**config.mk**
```make
export PLATFORM = sky130hd
export DESIGN_NAME = stun_mapped_address_parser_unit
export DESIGN_NICKNAME = d
export VERILOG_FILES = /design/src/rtl/smap_pkg.sv /design/src/rtl/smap_out_buf.sv /design/src/rtl/stun_mapped_address_parser_unit.sv
export SDC_FILE = /design/constraint.sdc
export NUM_CORES = 1
export LEC_CHECK = 0
export ABC_AREA = 1
export CELL_PAD_IN_SITES_DETAIL_PLACEMENT = 1
export CELL_PAD_IN_SITES_GLOBAL_PLACEMENT = 1
export CORE_ASPECT_RATIO = 1.4
export CORE_MARGIN = 3
export CORE_UTILIZATION = 54
export CTS_BUF_LIST = sky130_fd_sc_hd__clkbuf_4 sky130_fd_sc_hd__clkbuf_8
export DETAILED_ROUTE_END_ITERATION = 7
export DONT_BUFFER_PORTS = 1
export GPL_TIMING_DRIVEN = 0
export PLACE_DENSITY = 0.95
export SYNTH_ARGS = -nofsm -noshare
export SYNTH_HDL_FRONTEND = slang
export SYNTH_SLANG_ARGS = --single-unit
```
**constraint.sdc**
```tcl
create_clock -name clk_i -period 9.1 [get_ports clk_i]
set_input_delay 1.82 -clock clk_i [delete_from_list [all_inputs] [get_ports clk_i]]
set_output_delay 1.82 -clock clk_i [all_outputs]
set_load 0.05 [all_outputs]
```
**src/rtl/smap_pkg.sv**
```systemverilog
package smap_pkg;

  localparam int unsigned HEADER_BYTES = 20;
  localparam int unsigned MIN_ADDR_ATTR_BYTES = 8;

  localparam logic [15:0] WANTED_RESET = 16'h0020;
  localparam logic [15:0] XOR_MAPPED_ADDRESS = 16'h0020;
  localparam logic [7:0] BINDING_RESP_OCTET = 8'h01;
  localparam logic [7:0] FAMILY_IPV4 = 8'h01;
  localparam logic [3:0][7:0] STUN_COOKIE = 32'h2112A442;
  localparam logic [15:0] COOKIE_PORT_MASK = 16'h2112;

  typedef enum logic [2:0] {
    ST_FOUND      = 3'd0,
    ST_SHORT      = 3'd1,
    ST_BAD_TYPE   = 3'd2,
    ST_BAD_COOKIE = 3'd3,
    ST_TXID       = 3'd4,
    ST_ATTR_SHORT = 3'd5,
    ST_NOT_FOUND  = 3'd6
  } status_e;

  typedef enum logic [1:0] {
    CFG_WANTED   = 2'd0,
    CFG_TXID_HI  = 2'd1,
    CFG_TXID_MID = 2'd2,
    CFG_TXID_LO  = 2'd3
  } cfg_reg_e;

  typedef enum logic [2:0] {
    PH_HEADER  = 3'b001,
    PH_VALUE   = 3'b010,
    PH_PADDING = 3'b100
  } phase_e;

  typedef enum logic [1:0] {
    SEARCH_NONE  = 2'd0,
    SEARCH_FOUND = 2'd1,
    SEARCH_SHORT = 2'd2
  } search_e;

  typedef struct packed {
    logic [7:0] data_byte;
    logic       last_byte;
  } in_beat_t;

  typedef struct packed {
    logic [2:0]  status;
    logic [31:0] mapped_address;
    logic [15:0] mapped_port;
  } out_beat_t;

endpackage

```
**src/rtl/smap_out_buf.sv**
```systemverilog
module smap_out_buf (
  input  logic                clk_i,
  input  logic                rst_ni,
  input  logic                push_i,
  input  smap_pkg::out_beat_t push_data_i,
  output logic                full_o,
  output logic                out_valid_o,
  input  logic                out_stall_i,
  output smap_pkg::out_beat_t out_data_o
);

  logic                main_valid_q, main_valid_d;
  logic                skid_valid_q, skid_valid_d;
  smap_pkg::out_beat_t main_q, main_d;
  smap_pkg::out_beat_t skid_q, skid_d;
  logic                drain;

  assign drain = main_valid_q && !out_stall_i;

  always_comb begin
    main_valid_d = main_valid_q;
    skid_valid_d = skid_valid_q;
    main_d       = main_q;
    skid_d       = skid_q;
    if (skid_valid_q) begin
      // advance the held beat once the output frees up
      if (drain) begin
        main_d       = skid_q;
        skid_valid_d = 1'b0;
      end
    end else if (push_i) begin
      if (!main_valid_q || drain) begin
        main_d       = push_data_i;
        main_valid_d = 1'b1;
      end else begin
        skid_d       = push_data_i;
        skid_valid_d = 1'b1;
      end
    end else if (drain) begin
      main_valid_d = 1'b0;
    end
  end

  always_ff @(posedge clk_i or negedge rst_ni) begin
    if (!rst_ni) begin
      main_valid_q <= 1'b0;
      skid_valid_q <= 1'b0;
    end else begin
      main_valid_q <= main_valid_d;
      skid_valid_q <= skid_valid_d;
    end
  end

  always_ff @(posedge clk_i) begin
    main_q <= main_d;
    skid_q <= skid_d;
  end

  assign full_o      = skid_valid_q;
  assign out_valid_o = main_valid_q;
  assign out_data_o  = main_q;

endmodule

```
**src/rtl/stun_mapped_address_parser_unit.sv**
```systemverilog
// Byte-serial STUN Binding Response parser. One datagram byte is taken per clock
// beat while in_stall_o is low, with last_byte on the final byte; exactly one
// result beat (status, mapped address, mapped port) follows each final byte and
// is registered in the output buffer; nothing is emitted for other bytes. Every
// byte is handled by compares and counter updates on the parse registers, so the
// sustained rate is one byte per clock while unstalled. A two-entry output buffer
// lets input continue while a result waits; input stalls only when both entries
// are full. Bytes beyond MAX_DATAGRAM_BYTES are ignored except for their last_byte
// flag. The user must write configuration (wanted attribute, expected transaction
// id) only while no datagram is in progress; the block itself does not enforce it.
module stun_mapped_address_parser_unit #(
  parameter int unsigned MAX_DATAGRAM_BYTES = 1024
) (
  input  logic                clk_i,
  input  logic                rst_ni,
  input  logic                in_valid_i,
  output logic                in_stall_o,
  input  smap_pkg::in_beat_t  in_data_i,
  output logic                out_valid_o,
  input  logic                out_stall_i,
  output smap_pkg::out_beat_t out_data_o,
  input  logic                cfg_valid_i,
  output logic                cfg_ready_o,
  input  logic [1:0]          cfg_index_i,
  input  logic [31:0]         cfg_data_i
);

  localparam int unsigned PW = $clog2(MAX_DATAGRAM_BYTES + 1);
  localparam logic [PW-1:0] POS_MAX = PW'(MAX_DATAGRAM_BYTES);
  localparam logic [PW-1:0] POS_HDR = PW'(smap_pkg::HEADER_BYTES);

  // configuration
  logic [15:0]       wanted_q;
  logic [11:0][7:0]  txid_q;

  assign cfg_ready_o = 1'b1;

  always_ff @(posedge clk_i or negedge rst_ni) begin
    if (!rst_ni) begin
      wanted_q <= smap_pkg::WANTED_RESET;
      txid_q   <= '0;
    end else if (cfg_valid_i) begin
      case (smap_pkg::cfg_reg_e'(cfg_index_i))
        smap_pkg::CFG_WANTED:   wanted_q        <= cfg_data_i[15:0];
        smap_pkg::CFG_TXID_HI:  txid_q[11:8]    <= cfg_data_i;
        smap_pkg::CFG_TXID_MID: txid_q[7:4]     <= cfg_data_i;
        smap_pkg::CFG_TXID_LO:  txid_q[3:0]     <= cfg_data_i;
        default: ;
      endcase
    end
  end

  // parse state
  logic [PW-1:0]             pos_q, pos_d;
  logic [15:0]               msg_len_q, msg_len_d;
  smap_pkg::status_e         hdr_err_q, hdr_err_d;  // ST_FOUND means no error
  smap_pkg::phase_e          phase_q, phase_d;
  logic [15:0]               attr_type_q, attr_type_d;
  logic [15:0]               attr_len_q, attr_len_d;
  logic [15:0]               left_q, left_d;
  logic [7:0]                family_q, family_d;
  logic [15:0]               port_q, port_d;
  logic [31:0]               addr_q, addr_d;
  logic                      done_q, done_d;
  smap_pkg::search_e         search_q, search_d;

  logic                      in_acc;
  logic [7:0]                b;
  logic [16:0]               limit;
  logic [1:0]                k;
  logic [15:0]               vi;
  logic [3:0]                txi;
  logic                      finish;
  logic [1:0]                pad;
  logic                      push;
  smap_pkg::out_beat_t       push_data;
  logic                      buf_full;

  assign in_acc     = in_valid_i && !buf_full;
  assign in_stall_o = buf_full;
  assign b          = in_data_i.data_byte;
  assign limit      = 17'(smap_pkg::HEADER_BYTES) + {1'b0, msg_len_q};
  assign k          = left_q[1:0];
  assign vi         = attr_len_q - left_q;
  assign txi        = 4'(pos_q - PW'(8));

  always_comb begin
    pos_d       = pos_q;
    msg_len_d   = msg_len_q;
    hdr_err_d   = hdr_err_q;
    phase_d     = phase_q;
    attr_type_d = attr_type_q;
    attr_len_d  = attr_len_q;
    left_d      = left_q;
    family_d    = family_q;
    port_d      = port_q;
    addr_d      = addr_q;
    done_d      = done_q;
    search_d    = search_q;
    finish      = 1'b0;
    pad         = 2'd0;
    push        = 1'b0;
    push_data   = '0;

    if (in_acc && pos_q < POS_MAX) begin
      pos_d = pos_q + PW'(1);
      if (pos_q < POS_HDR) begin
        if (pos_q < PW'(2)) begin
          if (b != smap_pkg::BINDING_RESP_OCTET && hdr_err_q == smap_pkg::ST_FOUND)
            hdr_err_d = smap_pkg::ST_BAD_TYPE;
        end else if (pos_q == PW'(2)) begin
          msg_len_d[15:8] = b;
        end else if (pos_q == PW'(3)) begin
          msg_len_d[7:0] = b;
        end else if (pos_q < PW'(8)) begin
          if (b != smap_pkg::STUN_COOKIE[2'd3 - pos_q[1:0]] &&
              hdr_err_q == smap_pkg::ST_FOUND)
            hdr_err_d = smap_pkg::ST_BAD_COOKIE;
        end else begin
          if (b != txid_q[4'd11 - txi] && hdr_err_q == smap_pkg::ST_FOUND)
            hdr_err_d = smap_pkg::ST_TXID;
        end
      end else if (!done_q && 17'(pos_q) < limit) begin
        case (phase_q)
          smap_pkg::PH_HEADER: begin
            case (k)
              2'd0:    attr_type_d[15:8] = b;
              2'd1:    attr_type_d[7:0]  = b;
              2'd2:    attr_len_d[15:8]  = b;
              default: attr_len_d[7:0]   = b;
            endcase
            left_d = 16'(k) + 16'd1;
            if (k == 2'd3) begin
              // drop the walk when the attribute overruns the message
              if (18'(pos_q) + 18'd1 + 18'(attr_len_d) > 18'(limit)) begin
                done_d = 1'b1;
              end else if (attr_len_d == '0) begin
                finish = 1'b1;
              end else begin
                phase_d = smap_pkg::PH_VALUE;
                left_d  = attr_len_d;
              end
            end
          end
          smap_pkg::PH_VALUE: begin
            if (vi == 16'd1)
              family_d = b;
            else if (vi == 16'd2 || vi == 16'd3)
              port_d = {port_q[7:0], b};
            else if (vi >= 16'd4 && vi < 16'd8)
              addr_d = {addr_q[23:0], b};
            left_d = left_q - 16'd1;
            if (left_d == '0)
              finish = 1'b1;
          end
          smap_pkg::PH_PADDING: begin
            left_d = left_q - 16'd1;
            if (left_d == '0)
              phase_d = smap_pkg::PH_HEADER;
          end
          default: phase_d = smap_pkg::PH_HEADER;
        endcase
      end
    end

    if (finish) begin
      if (attr_type_d == wanted_q && attr_len_d < 16'(smap_pkg::MIN_ADDR_ATTR_BYTES)) begin
        search_d = smap_pkg::SEARCH_SHORT;
        done_d   = 1'b1;
      end else if (attr_type_d == wanted_q && family_d == smap_pkg::FAMILY_IPV4) begin
        if (wanted_q == smap_pkg::XOR_MAPPED_ADDRESS) begin
          port_d = port_d ^ smap_pkg::COOKIE_PORT_MASK;
          addr_d = addr_d ^ smap_pkg::STUN_COOKIE;
        end
        search_d = smap_pkg::SEARCH_FOUND;
        done_d   = 1'b1;
      end else begin
        pad = 2'd0 - attr_len_d[1:0];
        if (pad != 2'd0) begin
          phase_d = smap_pkg::PH_PADDING;
          left_d  = 16'(pad);
        end else begin
          phase_d = smap_pkg::PH_HEADER;
          left_d  = '0;
        end
      end
    end

    if (in_acc && in_data_i.last_byte) begin
      push = 1'b1;
      if (pos_d < POS_HDR)
        push_data.status = smap_pkg::ST_SHORT;
      else if (hdr_err_d != smap_pkg::ST_FOUND)
        push_data.status = hdr_err_d;
      else if (search_d == smap_pkg::SEARCH_FOUND) begin
        push_data.status         = smap_pkg::ST_FOUND;
        push_data.mapped_address = addr_d;
        push_data.mapped_port    = port_d;
      end else if (search_d == smap_pkg::SEARCH_SHORT)
        push_data.status = smap_pkg::ST_ATTR_SHORT;
      else
        push_data.status = smap_pkg::ST_NOT_FOUND;

      // clear per-datagram state
      pos_d       = '0;
      msg_len_d   = '0;
      hdr_err_d   = smap_pkg::ST_FOUND;
      phase_d     = smap_pkg::PH_HEADER;
      attr_type_d = '0;
      attr_len_d  = '0;
      left_d      = '0;
      family_d    = '0;
      port_d      = '0;
      addr_d      = '0;
      done_d      = 1'b0;
      search_d    = smap_pkg::SEARCH_NONE;
    end
  end

  always_ff @(posedge clk_i or negedge rst_ni) begin
    if (!rst_ni) begin
      pos_q       <= '0;
      msg_len_q   <= '0;
      hdr_err_q   <= smap_pkg::ST_FOUND;
      phase_q     <= smap_pkg::PH_HEADER;
      attr_type_q <= '0;
      attr_len_q  <= '0;
      left_q      <= '0;
      family_q    <= '0;
      port_q      <= '0;
      addr_q      <= '0;
      done_q      <= 1'b0;
      search_q    <= smap_pkg::SEARCH_NONE;
    end else begin
      pos_q       <= pos_d;
      msg_len_q   <= msg_len_d;
      hdr_err_q   <= hdr_err_d;
      phase_q     <= phase_d;
      attr_type_q <= attr_type_d;
      attr_len_q  <= attr_len_d;
      left_q      <= left_d;
      family_q    <= family_d;
      port_q      <= port_d;
      addr_q      <= addr_d;
      done_q      <= done_d;
      search_q    <= search_d;
    end
  end

  smap_out_buf u_out_buf (
    .clk_i       (clk_i),
    .rst_ni      (rst_ni),
    .push_i      (push),
    .push_data_i (push_data),
    .full_o      (buf_full),
    .out_valid_o (out_valid_o),
    .out_stall_i (out_stall_i),
    .out_data_o  (out_data_o)
  );

endmodule
```
======== After elaboration in Yosys (flattened, before gate mapping) ========
Cells that the tools add are included.
storage, ports and cells
  bits in registers ....................... 356
  bits of input ports ..................... 48
  logic and storage cells ................. 270
cells by class
  add/subtract/negate cells ............... 11
  order comparisons ....................... 12
  eq/ne operators ......................... 26
  muxes and demuxes ....................... 141
  bitwise operators ....................... 4
  reductions and logical operators ........ 42
operators with widths
  cell                   count
  $mux 16                31
  $mux 32                8
  $mux 51                5
  $mux 8                 23
  $mux 48                3
  $mux 30                4
  $mux 3                 25
  $mux 14                4
  $bmux 8 s4             1
  $eq 16x2->1 const B    2
  $logic_not 16->1       2
  $lt 16x4->1 const B    2
  $pmux 16 s2            1
  $mux 1                 25
  $eq 11x2->1 const B    2
  $lt 11x5->1 const B    2
  $mux 11                2
  $add 12x16->17         1
  $add 5x16->17 const A  1
  $gt 17x17->1           1
  $lt 11x17->1           1
  $bmux 8 s2             1
  $eq 16x1->1 const B    1
  $eq 16x16->1           1
  other kinds (45)       87

======== Logic depth before layout (Yosys ltp) ========
  depth in word-level cells ............... 25
  mapped depth ............................ 39
  depth with buffers taken out ............ 36

======== Modules after synthesis ========
A second synthesis with hierarchy kept.
unflattened totals
  cell total of the unflattened synthesis .. 2546
  area total of the unflattened synthesis .. 20278.2 sq um
by module, submodules not included
  module                           times used  cells each  area each (sq um)  sequential area each (sq um)
  stun_mapped_address_parser_unit  1           2259        16435.8            6308.6
  smap_out_buf                     1           287         3842.4             3113.0

======== Worst setup path before layout ========
Ideal clock, no wire load.
  path type ............................... in2reg
  start point ............................. in in_data_i[1] (netlist bit)
  end point ............................... reg u_out_buf.main_q (netlist bit u_out_buf.out_data_o[13]), data pin
  setup time .............................. 254 ps
  arrival time ............................ 6849 ps
  path slack .............................. 1997 ps
  cell stages on the path ................. 36
  buffers on the path ..................... 2
  cell sequence ........................... clkbuf_1 > inv_1 > nand2_1 > o21ai_0 > ha_1 > fa_1 > o21ai_0 > nand3_1 > nand2_1 > a21oi_1 > o21bai_1 > a21oi_1 > o21bai_1 > nand2_1 > a21oi_1 > nand2_1 > nor2_1 > xor2_1 > ha_1 > nand2_1 > nor2_1 > nand2_1 > o311ai_0 > nand2_1 > nand3_1 > a21oi_1 > inv_1 > nor2_1 > o21ai_0 > inv_1 > ha_1 > nand3_1 > inv_1 > buf_2 > nand2_1 > nand2_1
RTL lines
  element               line                                   source
  start, declared       stun_mapped_address_parser_unit.sv:18  input smap_pkg::in_beat_t in_data_i,
  end signal, assigned  smap_out_buf.sv:55                     main_q <= main_d;
  end, declared         smap_out_buf.sv:14                     smap_pkg::out_beat_t main_q, main_d;

==> impl_metrics.json <==
{
  "grt_pass1_wl_microns": 116000,
  "max_clock_freq_mhz": 114,
  "routed_wl_microns": 75500,
  "antenna_found_initial": 1,
  "dp_slack_ns": -0.564,
  "routedWlPerCell_microns": 25.3,
  "drt-initial-drc-count": 1687,
  "final_cell_mix": "598 x nand2_1, 297 x inv_1, 281 x nor2_1, 281 x o21ai_0, 252 x dfrtp_1",
  "port_buffers": 0,
  "synth-seq-cells": 356,
  "finalWorstSetupSlack_ns": 0.336,
  "status": "finished clean",
  "cpMaxStageDelayCell": "clkbuf_1",
  "synth_area_leaders": "dfrtp_1 32%, edfxtp_1 16%, nand2_1 12%",
  "slowest_delay_ns": 0.53,
  "core-area_sq_um": 35300,
  "synthAdderAreaFrac_pct": 4.63,
  "die_y_microns": 231,
  "finalMaxSlewViolations": 0,
  "syn_area_sq_um": 19500,
  "clk_latency_ns": 0.67,
  "root_buffer": "clkbuf_8",
  "synth_edf_count": 102,
  "synthMuxAreaShare_pct": 1.19,
  "startpoint_type": "input port",
  "crit_required_ns": 9.49,
  "tightest_slew_ns": 0.996,
  "overflow": 0,
  "syn_avg_cell_area_sq_um": 8.04,
  "globalplace.congestion": 0.932,
  "final-hold-violation-count": 0,
  "yosysWarnings": 0,
  "cts_hold_buf": 0,
  "synth_top_area_cell": "dfrtp_1",
  "grt_start_max_net_pins": 255,
  "finalSetupViolations": 0,
  "whs_ns": 0.482,
  "drtAntennaViolNets": 0,
  "die_w_microns": 167,
  "cts_made_buffers": 54,
  "synth_nets": 2546,
  "synth.top_cell.area_share_pct": 32.3,
  "post-route-util_pct": 60.4,
  "dieArea_sq_um": 38500,
  "num_vias": 18705,
  "rows": 81,
  "synth_compound_area_share_pct": 12.4,
  "dr.pass1.iters": 6,
  "critPathCaptureType": "flip-flop",
  "ys.flop_type": "dfrtp_1",
  "slew-limit-headroom_pct": 33.0,
  "netlist_instances": 2427,
  "synthXorXnorAreaFrac_pct": 2.60,
  "grt_pass1_vias": 20394,
  "drc_errors": 0,
  "yosysSeqAreaShare_pct": 48.3,
  "cp.arrival_ns": 9.15,
  "cp_top_family": "compound AO/OA/AOI/OAI gates",
  "p_leak_nw": 10.3,
  "irDropWorstVdd_mv": 0.196,
  "cts.sinks": 356,
  "final_common_cell": "nand2_1",
  "critPathMaxFanout": 10,
  "async_flop_share_pct": 71.3,
  "io_pins": 102,
  "htree_levels": 2,
  "fin_tns_setup_ns": 0,
  "rsz0062_at_grt": "no",
  "grt_usage_pct": 38.5,
  "synth_top_family_by_area": "simple AND/OR/NAND/NOR gates",
  "clk_pin_slew_worst_paths_ns": 0.07,
  "num_antenna_cells": 0,
  "min_period_over_period_pct": 96.3,
  "powerDensity_nw_per_um2": 237,
  "maxCapViolCount": 0,
  "crit_top_cell": "a21oi_1",
  "fin_nets": 2604,
  "crit_buf_inv": 6,
  "routed_via_density": 6.27,
  "drive_above_1_share_pct": 6.57,
  "synth-simple-area-share_pct": 22.9,
  "cts_tree": "yes",
  "fin_skew_ns": 0.0604,
  "crit_type": "in2reg",
  "holdCritPathClass": "reg2reg",
  "synth_cell_type_count": 58,
  "area_delta_synth_final_pct": 9.21,
  "clock_path_buffers": 3,
  "period_needed_ns": 8.76,
  "post-cts-setup-buffers": 0,
  "place_hpwl_microns": 50200,
  "initial_core_util_pct": 55.3
}
==> sequential cells by signal, indices dropped and copies added, names as in the netlist <==
| signal | cells |
|---|---|
| addr_q | 32 |
| attr_len_q | 16 |
| attr_type_q | 16 |
| done_q | 1 |
| family_q | 8 |
| hdr_err_q | 3 |
| left_q | 16 |
| msg_len_q | 16 |
| phase_q | 3 |
| port_q | 16 |
| pos_q | 11 |
| search_q | 2 |
| txid_q | 96 |
| u_out_buf.full_o | 1 |
| u_out_buf.out_data_o | 51 |
| u_out_buf.out_valid_o | 1 |
| u_out_buf.skid_q | 51 |
| wanted_q | 16 |
==> through the flow <==
step / power (mW) / instances / area (sq um)
floorplan: 3.06 / 2427 / 19500
global placement: 3.40 / 2883 / 20100
detailed placement: 3.50 / 2885 / 20100
CTS: 5.01 / 2984 / 21300
global route: 5.25 / 2984 / 21300
finish: 5.05 / 2984 / 21300
==> area by class of cell <==
cell class / instances / area (sq um)
sequential: 356 / 9420
buffer: 96 / 410
inverter: 307 / 1150
clock buffer: 85 / 1020
multi-input combinational: 1668 / 8540
clock inverter: 14 / 141
tap: 456 / 571
fill: 4358 / 14000
timing repair buffer: 2 / 40.0
==> worst min-delay path, cell delays in order (launching register included) <==
cell     delay, ns
dfrtp_1       0.34
nand2_1       0.05
o21ai_0       0.06
==> synthesized netlist by cell type (2+ instances only) <==
| cell | count |
|---|---|
| a211oi_1 | 6 |
| a21oi_1 | 81 |
| a221oi_1 | 12 |
| buf_1 | 2 |
| buf_2 | 9 |
| buf_4 | 2 |
| buf_6 | 4 |
| clkbuf_1 | 79 |
| clkinv_1 | 4 |
| dfrtp_1 | 252 |
| dfstp_2 | 2 |
| edfxtp_1 | 102 |
| fa_1 | 2 |
| ha_1 | 69 |
| inv_1 | 297 |
| inv_2 | 6 |
| mux2_2 | 17 |
| mux2i_1 | 4 |
| nand2_1 | 598 |
| nand2_2 | 4 |
| nand3_1 | 100 |
| nand3_4 | 3 |
| nand3b_1 | 7 |
| nand4_1 | 23 |
| nor2_1 | 282 |
| nor2_2 | 5 |
| nor2_4 | 5 |
| nor3_1 | 26 |
| nor4_1 | 12 |
| o2111ai_1 | 2 |
| o21a_1 | 3 |
| o21ai_0 | 281 |
| o21ai_1 | 12 |
| o21bai_1 | 9 |
| o221ai_1 | 9 |
| o22ai_1 | 17 |
| o311ai_0 | 2 |
| xnor2_1 | 11 |
| xor2_1 | 47 |
==> worst paths after layout <==
| path | from | end | slack [ns] | cells after the start |
|---|---|---|---|---|
| min in group asynchronous | rst_ni | txid_q[73]$_DFFE_PN0P_ | 0.86 | 0 |
| setup / recovery | in_data_i[1] | u_out_buf.out_data_o[46]$_DFFE_PP_ | 0.34 | 35 |
| hold reg to reg | txid_q[49]$_DFFE_PN0P_ | txid_q[49]$_DFFE_PN0P_ | 0.48 | 2 |
| setup reg to reg | left_q[0]$_DFF_PN0_ | u_out_buf.out_data_o[46]$_DFFE_PP_ | 0.84 | 35 |
| max in group asynchronous | rst_ni | left_q[11]$_DFF_PN0_ | 7.71 | 0 |
| hold / removal | txid_q[49]$_DFFE_PN0P_ | txid_q[49]$_DFFE_PN0P_ | 0.48 | 2 |
==> logic make-up after synthesis <==
logic type	after synthesis
xor gates and xnor gates	58
buffers and inverters	403
muxes	21
and+or+nand+nor	1074
AOI/OAI and AO/OA	443
adders and majority gates	71
other	1
DFF	356
==> per-layer routing <==
layer  global-route usage [%]  wire (microns)  vias up
met4                     29.4            6940        2
met5                        0              17        -
li1                         -               -     8028
met1                     39.3           25300     9196
met2                     69.3           38200     1055
met3                     6.95            5040      424
==> what timing repair did <==
action	CTS	global route
endpoints found under the hold margin	0	0
setup endpoints to repair	24	96
resized for setup	1	2
==> power breakdown <==
part           switching [mW]  total, mW  internal (mW)  leakage [nW]
Sequential              0.382       2.26           1.88          4.34
Clock                   0.704       1.48          0.774         0.622
Combinational           0.927       1.31          0.383          5.34
Power figures use the tool's default switching activity.
